**src/rtl/mtnc_pkg.sv**
```systemverilog
// Shared types and constants for the markup tag nesting checker.
// Holds character codes, error kinds and the stack control bundle.
// No dependencies; used by every module of the block.
`timescale 1ns / 1ps
`default_nettype none

package mtnc_pkg;

  // Character codes that steer the tag parser
  localparam logic [7:0] ChOpen  = 8'h3C;
  localparam logic [7:0] ChClose = 8'h3E;
  localparam logic [7:0] ChSpace = 8'h20;
  localparam logic [7:0] ChSlash = 8'h2F;
  localparam logic [7:0] ChNl    = 8'h0A;

  // Void element names, first byte in the low bits
  localparam logic [15:0] NameBr = 16'h7262;
  localparam logic [15:0] NameHr = 16'h7268;

  // Error kinds reported per line
  typedef enum logic [2:0] {
    ErrNone     = 3'd0,
    ErrEmpty    = 3'd1,
    ErrMismatch = 3'd2,
    ErrLong     = 3'd3,
    ErrOverflow = 3'd4,
    ErrUnclosed = 3'd5
  } err_kind_e;

  // Stack shift control broadcast to every cell
  typedef struct packed {
    logic push;
    logic pop;
  } stk_ctl_t;

endpackage

`default_nettype wire

```
**src/rtl/mtnc_stack_cell.sv**
```systemverilog
// One entry of the shifting tag stack: a name and its length.
// Takes the entry above on a push and the entry below on a pop.
// Depends on mtnc_pkg for the control bundle.
`timescale 1ns / 1ps
`default_nettype none

module mtnc_stack_cell #(
  parameter int NameW = 64,
  parameter int LenW  = 4
) (
  input  wire logic                 clk_i,
  input  wire mtnc_pkg::stk_ctl_t   ctl_i,
  input  wire logic [NameW-1:0]     above_name_i,
  input  wire logic [LenW-1:0]      above_len_i,
  input  wire logic [NameW-1:0]     below_name_i,
  input  wire logic [LenW-1:0]      below_len_i,
  output logic      [NameW-1:0]     name_o,
  output logic      [LenW-1:0]      len_o
);

  logic [NameW-1:0] name_q, name_d;
  logic [LenW-1:0]  len_q, len_d;

  // Pick the neighbour to take over, or hold
  always_comb begin
    name_d = name_q;
    len_d  = len_q;
    if (ctl_i.push) begin
      name_d = above_name_i;
      len_d  = above_len_i;
    end else if (ctl_i.pop) begin
      name_d = below_name_i;
      len_d  = below_len_i;
    end
  end

  // Hold entry contents; stale entries are never compared
  always_ff @(posedge clk_i) begin
    name_q <= name_d;
    len_q  <= len_d;
  end

  assign name_o = name_q;
  assign len_o  = len_q;

endmodule

`default_nettype wire

```
**src/rtl/markup_tag_nesting_checker_core.sv**
```systemverilog
// Markup tag nesting checker: byte parser, tag name buffer and a
// shifting chain of stack cells. Depends on mtnc_pkg and mtnc_stack_cell.
//
// Usage:
//   Input channel (in_valid_i / in_stall_o / in_byte_i) takes one text
//   byte per cycle. A newline outside a tag, or any newline once an error
//   is recorded, finishes the line and yields one result item on the
//   output channel (out_valid_o / out_stall_i / verdict_o, error_kind_o,
//   open_count_o); all other bytes yield nothing.
//   The result is registered and appears in the cycle after its newline is accepted.
//   Throughput: one byte per cycle. Each byte does at most one compare
//   against the top cell and at most one shift of the cell chain.
//   The output register stalls the input only while a result is held and
//   out_stall_i is high; otherwise bytes flow on every cycle.
//   cfg_we_i / cfg_wdata_i write require_empty at any edge; write it only
//   while the block is idle.
//   Reset clears the parser, the line error, the stack count and
//   require_empty at once; stack cells are not cleared and need no sweep.
`timescale 1ns / 1ps
`default_nettype none

module markup_tag_nesting_checker_core #(
  parameter int MAX_NAME_LEN = 8,
  parameter int STACK_DEPTH  = 16
) (
  input  wire logic       clk_i,
  input  wire logic       rst_ni,
  input  wire logic       cfg_we_i,
  input  wire logic       cfg_wdata_i,
  input  wire logic       in_valid_i,
  output logic            in_stall_o,
  input  wire logic [7:0] in_byte_i,
  output logic            out_valid_o,
  input  wire logic       out_stall_i,
  output logic            verdict_o,
  output logic [2:0]      error_kind_o,
  output logic [4:0]      open_count_o
);

  localparam int NameW = 8 * MAX_NAME_LEN;
  localparam int LenW  = $clog2(MAX_NAME_LEN + 1);
  localparam int CntW  = $clog2(STACK_DEPTH + 1);

  // Line state
  logic                     req_empty_q;
  logic                     in_name_q, in_name_d;
  logic                     closing_q, closing_d;
  logic [NameW-1:0]         name_q, name_d;
  logic [LenW-1:0]          len_q, len_d;
  logic [CntW-1:0]          count_q, count_d;
  mtnc_pkg::err_kind_e      err_q, err_d;

  // Output register
  logic                     out_valid_q, out_valid_d;
  logic                     verdict_q, verdict_d;
  mtnc_pkg::err_kind_e      kind_q, kind_d;
  logic [4:0]               open_q, open_d;

  logic                     accept;
  logic                     nl_fire;
  logic                     void_elem;
  logic                     top_match;
  logic [CntW-1:0]          count_sat;
  mtnc_pkg::stk_ctl_t       stk_ctl;

  logic [NameW-1:0]         cell_name [STACK_DEPTH];
  logic [LenW-1:0]          cell_len  [STACK_DEPTH];

  // Stall input only while a result waits downstream
  assign in_stall_o = out_valid_q && out_stall_i;
  assign accept     = in_valid_i && !in_stall_o;

  assign nl_fire = (in_byte_i == mtnc_pkg::ChNl) &&
                   (!in_name_q || (err_q != mtnc_pkg::ErrNone));

  assign void_elem = (MAX_NAME_LEN >= 2) && (len_q == LenW'(2)) &&
                     ((name_q == NameW'(mtnc_pkg::NameBr)) ||
                      (name_q == NameW'(mtnc_pkg::NameHr)));

  assign top_match = (cell_name[0] == name_q) && (cell_len[0] == len_q);

  assign count_sat = (count_q > CntW'(31)) ? CntW'(31) : count_q;

  // Parse one byte: name capture, push/pop decisions and line result
  always_comb begin
    in_name_d   = in_name_q;
    closing_d   = closing_q;
    name_d      = name_q;
    len_d       = len_q;
    count_d     = count_q;
    err_d       = err_q;
    stk_ctl     = '0;
    out_valid_d = out_valid_q && out_stall_i;
    verdict_d   = verdict_q;
    kind_d      = kind_q;
    open_d      = open_q;

    if (accept) begin
      if (nl_fire) begin
        kind_d = err_q;
        if (err_q == mtnc_pkg::ErrNone && req_empty_q && count_q != '0) begin
          kind_d = mtnc_pkg::ErrUnclosed;
        end
        verdict_d   = (kind_d != mtnc_pkg::ErrNone);
        open_d      = 5'(count_sat);
        out_valid_d = 1'b1;
        in_name_d   = 1'b0;
        closing_d   = 1'b0;
        name_d      = '0;
        len_d       = '0;
        count_d     = '0;
        err_d       = mtnc_pkg::ErrNone;
      end else if (err_q != mtnc_pkg::ErrNone) begin
        // drop bytes until the line ends
      end else if (!in_name_q) begin
        if (in_byte_i == mtnc_pkg::ChOpen) begin
          in_name_d = 1'b1;
          closing_d = 1'b0;
          name_d    = '0;
          len_d     = '0;
        end
      end else if (in_byte_i == mtnc_pkg::ChClose || in_byte_i == mtnc_pkg::ChSpace) begin
        if (closing_q) begin
          if (count_q == '0) begin
            err_d = mtnc_pkg::ErrEmpty;
          end else begin
            stk_ctl.pop = 1'b1;
            count_d     = count_q - CntW'(1);
            if (!top_match) begin
              err_d = mtnc_pkg::ErrMismatch;
            end
          end
        end else if (!void_elem) begin
          if (count_q >= CntW'(STACK_DEPTH)) begin
            err_d = mtnc_pkg::ErrOverflow;
          end else begin
            stk_ctl.push = 1'b1;
            count_d      = count_q + CntW'(1);
          end
        end
        in_name_d = 1'b0;
        closing_d = 1'b0;
        name_d    = '0;
        len_d     = '0;
      end else if (in_byte_i == mtnc_pkg::ChSlash && len_q == '0 && !closing_q) begin
        closing_d = 1'b1;
      end else if (len_q >= LenW'(MAX_NAME_LEN)) begin
        err_d = mtnc_pkg::ErrLong;
      end else begin
        for (int i = 0; i < MAX_NAME_LEN; i++) begin
          if (len_q == LenW'(i)) begin
            name_d[8*i +: 8] = in_byte_i;
          end
        end
        len_d = len_q + LenW'(1);
      end
    end
  end

  // Advance control and line state
  always_ff @(posedge clk_i or negedge rst_ni) begin
    if (!rst_ni) begin
      req_empty_q <= 1'b0;
      in_name_q   <= 1'b0;
      closing_q   <= 1'b0;
      name_q      <= '0;
      len_q       <= '0;
      count_q     <= '0;
      err_q       <= mtnc_pkg::ErrNone;
      out_valid_q <= 1'b0;
    end else begin
      if (cfg_we_i) begin
        req_empty_q <= cfg_wdata_i;
      end
      in_name_q   <= in_name_d;
      closing_q   <= closing_d;
      name_q      <= name_d;
      len_q       <= len_d;
      count_q     <= count_d;
      err_q       <= err_d;
      out_valid_q <= out_valid_d;
    end
  end

  // Hold result payload
  always_ff @(posedge clk_i) begin
    verdict_q <= verdict_d;
    kind_q    <= kind_d;
    open_q    <= open_d;
  end

  // Chain of stack cells, cell 0 is the top of the stack
  for (genvar g = 0; g < STACK_DEPTH; g++) begin : g_cell
    logic [NameW-1:0] above_name, below_name;
    logic [LenW-1:0]  above_len, below_len;

    if (g == 0) begin : g_top
      assign above_name = name_q;
      assign above_len  = len_q;
    end else begin : g_mid
      assign above_name = cell_name[g-1];
      assign above_len  = cell_len[g-1];
    end

    if (g == STACK_DEPTH - 1) begin : g_bot
      assign below_name = '0;
      assign below_len  = '0;
    end else begin : g_inner
      assign below_name = cell_name[g+1];
      assign below_len  = cell_len[g+1];
    end

    mtnc_stack_cell #(
      .NameW (NameW),
      .LenW  (LenW)
    ) u_cell (
      .clk_i        (clk_i),
      .ctl_i        (stk_ctl),
      .above_name_i (above_name),
      .above_len_i  (above_len),
      .below_name_i (below_name),
      .below_len_i  (below_len),
      .name_o       (cell_name[g]),
      .len_o        (cell_len[g])
    );
  end

  assign out_valid_o  = out_valid_q;
  assign verdict_o    = verdict_q;
  assign error_kind_o = kind_q;
  assign open_count_o = open_q;

endmodule

`default_nettype wire
```
**config.mk**
```make
export PLATFORM = sky130hd
export DESIGN_NAME = markup_tag_nesting_checker_core
export DESIGN_NICKNAME = d
export VERILOG_FILES = /design/src/rtl/mtnc_pkg.sv /design/src/rtl/mtnc_stack_cell.sv /design/src/rtl/markup_tag_nesting_checker_core.sv
export SDC_FILE = /design/constraint.sdc
export NUM_CORES = 2
export LEC_CHECK = 0
export ABC_AREA = 1
export BUFFER_PORTS_ARGS = -buffer_cell sky130_fd_sc_hd__buf_2
export CAP_MARGIN = 5
export CORE_MARGIN = 4
export CORE_UTILIZATION = 30
export CTS_CLUSTER_DIAMETER = 50
export CTS_CLUSTER_SIZE = 30
export DETAILED_ROUTE_END_ITERATION = 8
export PLACE_DENSITY = 0.55
export SYNTH_ARGS = -nofsm -noshare
export SYNTH_HDL_FRONTEND = slang
export SYNTH_SLANG_ARGS = --single-unit
```
**constraint.sdc**
```tcl
create_clock -name clk_i -period 108 [get_ports clk_i]
set_clock_uncertainty 0.15 [all_clocks]
set_input_delay 10.8 -clock clk_i [delete_from_list [all_inputs] [get_ports clk_i]]
set_output_delay 10.8 -clock clk_i [all_outputs]
set_load 0.02 [all_outputs]
```
==> impl_metrics.py <==
metrics = {
    "global_routing": {
        "grt_overflow_total": 0,
        "grt_util_met3": 0.0222,
        "antenna_found_initial": 0,
        "grt_max_degree": 268,
        "use_met2": 0.173,
        "grt_pass1_wl_um": 177000,
        "grt_use_met1": 0.165,
        "grt_busiest_layer": "met2",
        "grt_pass1_vias": 34400,
        "grt.total_usage": 0.113,
    },
    "power": {
        "power.ir.vdd_worst_mv": 0.0126,
        "powerDensity_nw_per_um2": 17.6,
        "power.leakage_uw": 0.0243,
    },
    "synthesis": {
        "yosysSeqAreaShare": 0.663,
        "ys.flop_type": "edfxtp_1",
        "syn_area_per_cell_um2": 9.84,
        "syn_nets": 5373,
        "synth_async_sr_flop_share": 0.0680,
        "synth_cell_type_count": 32,
        "synth_mux_area_frac": 0.000214,
        "yosys.area_share.simple": 0.265,
        "netlist_area_um2": 52700,
        "ys_ff_latch": 1177,
        "yosysWarningCount": 0,
        "synth-adder-area-share": 0.00204,
        "synth_xor_area_frac": 0.00283,
        "synth_compound_area_frac": 0.0189,
        "synth_edf_count": 1097,
        "synth_top_family_by_area": "simple AND/OR/NAND/NOR gates",
        "syn_inst": 5351,
    },
    "worst_setup_path": {
        "r2r_slack_ns": 100.56,
        "start_kind": "input pin",
        "path_max_fanout": 2,
        "critPathRequiredTime_ns": 97.05,
        "worst-r2r-cell-count": 12,
        "path_class": "in2out",
        "critPathArrivalTime_ns": 11.16,
        "crit_path_end_kind": "primary output",
        "r2r_start": "g_cell[0].above_len[3]$_DFFE_PN0P_",
        "r2r_end": "g_cell[0].u_cell.name_o[42]$_DFFE_PP_",
        "crit_start": "out_stall_i",
        "crit_end": "in_stall_o",
    },
    "clock_network": {
        "hold_buffers": 0,
        "cts_sinks": 1177,
        "clock_latency_ns": 0.76,
        "cts_max_level": 3,
        "cts_buffers": 121,
        "postCtsSetupBuffers": 0,
        "cts_max_path_buffers": 3,
        "root_buffer": "clkbuf_16",
        "cts_resized": 0,
        "clk_pin_slew_worst_paths_ns": 0.06,
        "cts_tree": "yes",
    },
    "layout": {
        "n_antenna_cell": 0,
        "drive_gt1_frac": 0.0551,
        "final_common_cell": "nand2_1",
        "nFillCells": 17900,
        "flow.area_growth_from_synthesis_pct": 11.5,
        "final_net_count": 5198,
        "final_cell_mix": "nand2_1 (2257), edfxtp_1 (1097), nand3_1 (937)",
    },
    "timing": {
        "rsz0062_at_grt": "false",
        "post-route-period-util": 0.205,
        "finalCriticalPeriod_ns": 22.11,
        "setup_violations": 0,
        "final-max-slew-violation-count": 0,
        "relSlewSlack": 0.141,
        "hold_viol_final": 0,
        "holdWs_ns": 0.359,
        "max_freq_ghz": 0.0452,
        "tns_ns": 0,
        "tightest_slew_ns": 1.29,
    },
    "run_status": {
        "status": "complete, no violations",
    },
    "floorplan": {
        "fp.dieArea_um2": 182000,
        "start_util": 0.302,
        "rows": 153,
        "die_width_um": 427,
        "die_h_um": 427,
        "core_area_um2": 174000,
        "ioPinCount": 25,
    },
    "routing": {
        "ant_nets": 0,
        "drc": 0,
        "routedWlPerCell_um": 13.9,
        "vias": 35700,
        "drtIter0Drc": 3889,
        "wl_um": 106000,
        "viasPerCell": 4.69,
        "first_pass_iters": 5,
    },
    "placement": {
        "dpl.hpwl_um": 56000,
        "gp_congestion": 0.748,
        "io_buffers": 24,
    },
    "flow_run": {
        "drv_cap": 0,
    },
    "hold_path": {
        "worstHoldPathType": "reg2reg",
    },
}
[metrics by stage]
stage                     setup slack [ns]  power [uW]   util  instances  instance area [um2]
after floorplan                      13.53         571      -       5351                52700
after global placement               85.86         591  0.312       7378                54400
after detailed placement             85.89         593  0.312       7378                54400
after CTS                            85.89        1050  0.337       7609                58700
after global routing                 85.87        1080  0.337       7609                58700
final                                85.89        1030  0.337       7609                58700
[cells by family (layout without fill, tap and decap cells)]
group / Yosys count / count (layout)
xor+xnor: 17 / 17
simple gates: 3379 / 3379
mux: 1 / 1
fa+ha+maj: 8 / 8
flops: 1177 / 1177
buf+inv: 572 / 505
compound gates: 197 / 197
[final cells by class]
| cell class | instances | area, um2 | share of cell area |
|---|---|---|---|
| Clock buffer | 126 | 3070 | 0.0522 |
| Clock inverter | 105 | 1250 | 0.0212 |
| Inverter | 219 | 822 | 0.0140 |
| Multi-Input combinational cell | 3602 | 15200 | 0.260 |
| Sequential cell | 1177 | 34900 | 0.595 |
| Tap cell | 2325 | 2910 | 0.0495 |
| Timing Repair Buffer | 55 | 493 | 0.00839 |
[synth_stat cells (all sizes together) (8+ instances only)]
library cell,count,area [um2]
xnor2,8,70.1
clkbuf,108,405
inv,219,822
nand2,2259,8480
dfrtp,80,2000
xor2,9,78.8
nand3,939,4700
o21ai,189,950
edfxtp,1097,32900
nand4,13,81.3
buf,245,1300
nor2,157,594
[flip-flops by register name (all words and copies together) (netlist names), 3 cells and up]
register,flops
err_q,3
error_kind_o,3
g_cell.above_name,64
open_count_o,5
g_cell.u_cell.name_o,1024
g_cell.u_cell.len_o,64
count_q,5
g_cell.above_len,4
[worst min path at each step]
stage / start / end / slack [ns] / cells past startpoint
finish: g_cell[15].u_cell.name_o[48]$_SDFFCE_PN0P_ / g_cell[14].u_cell.name_o[48]$_DFFE_PP_ / 0.36 / 2
global route: g_cell[15].u_cell.name_o[53]$_SDFFCE_PN0P_ / g_cell[14].u_cell.name_o[53]$_DFFE_PP_ / 0.38 / 2
CTS: g_cell[15].u_cell.name_o[48]$_SDFFCE_PN0P_ / g_cell[14].u_cell.name_o[48]$_DFFE_PP_ / 0.36 / 2
detailed placement: out_valid_o$_DFF_PN0_ / out_valid_o$_DFF_PN0_ / 0.35 / 2
global placement: g_cell[15].u_cell.len_o[3]$_SDFFCE_PN0P_ / g_cell[14].u_cell.len_o[3]$_DFFE_PP_ / 0.34 / 2
floorplan: g_cell[0].above_name[15]$_DFFE_PN0P_ / g_cell[0].above_name[15]$_DFFE_PN0P_ / 0.32 / 2
[where the power goes]
group / internal, uW / switching (uW)
clock network: 250 / 197
logic: 19.1 / 40.1
registers: 505 / 18.9
[layer usage]
layer  up-vias  share of wire
met3       118          0.051
met5         -              0
met1     17300           0.49
met4         0          0.017
li1      17600              -
met2       678           0.45
[critical path: stages]
cell     delay (ns)
buf_2          0.10
nand2_1        0.06
inv_1          0.05
buf_2          0.15
(Power assumes the default switching activity.)
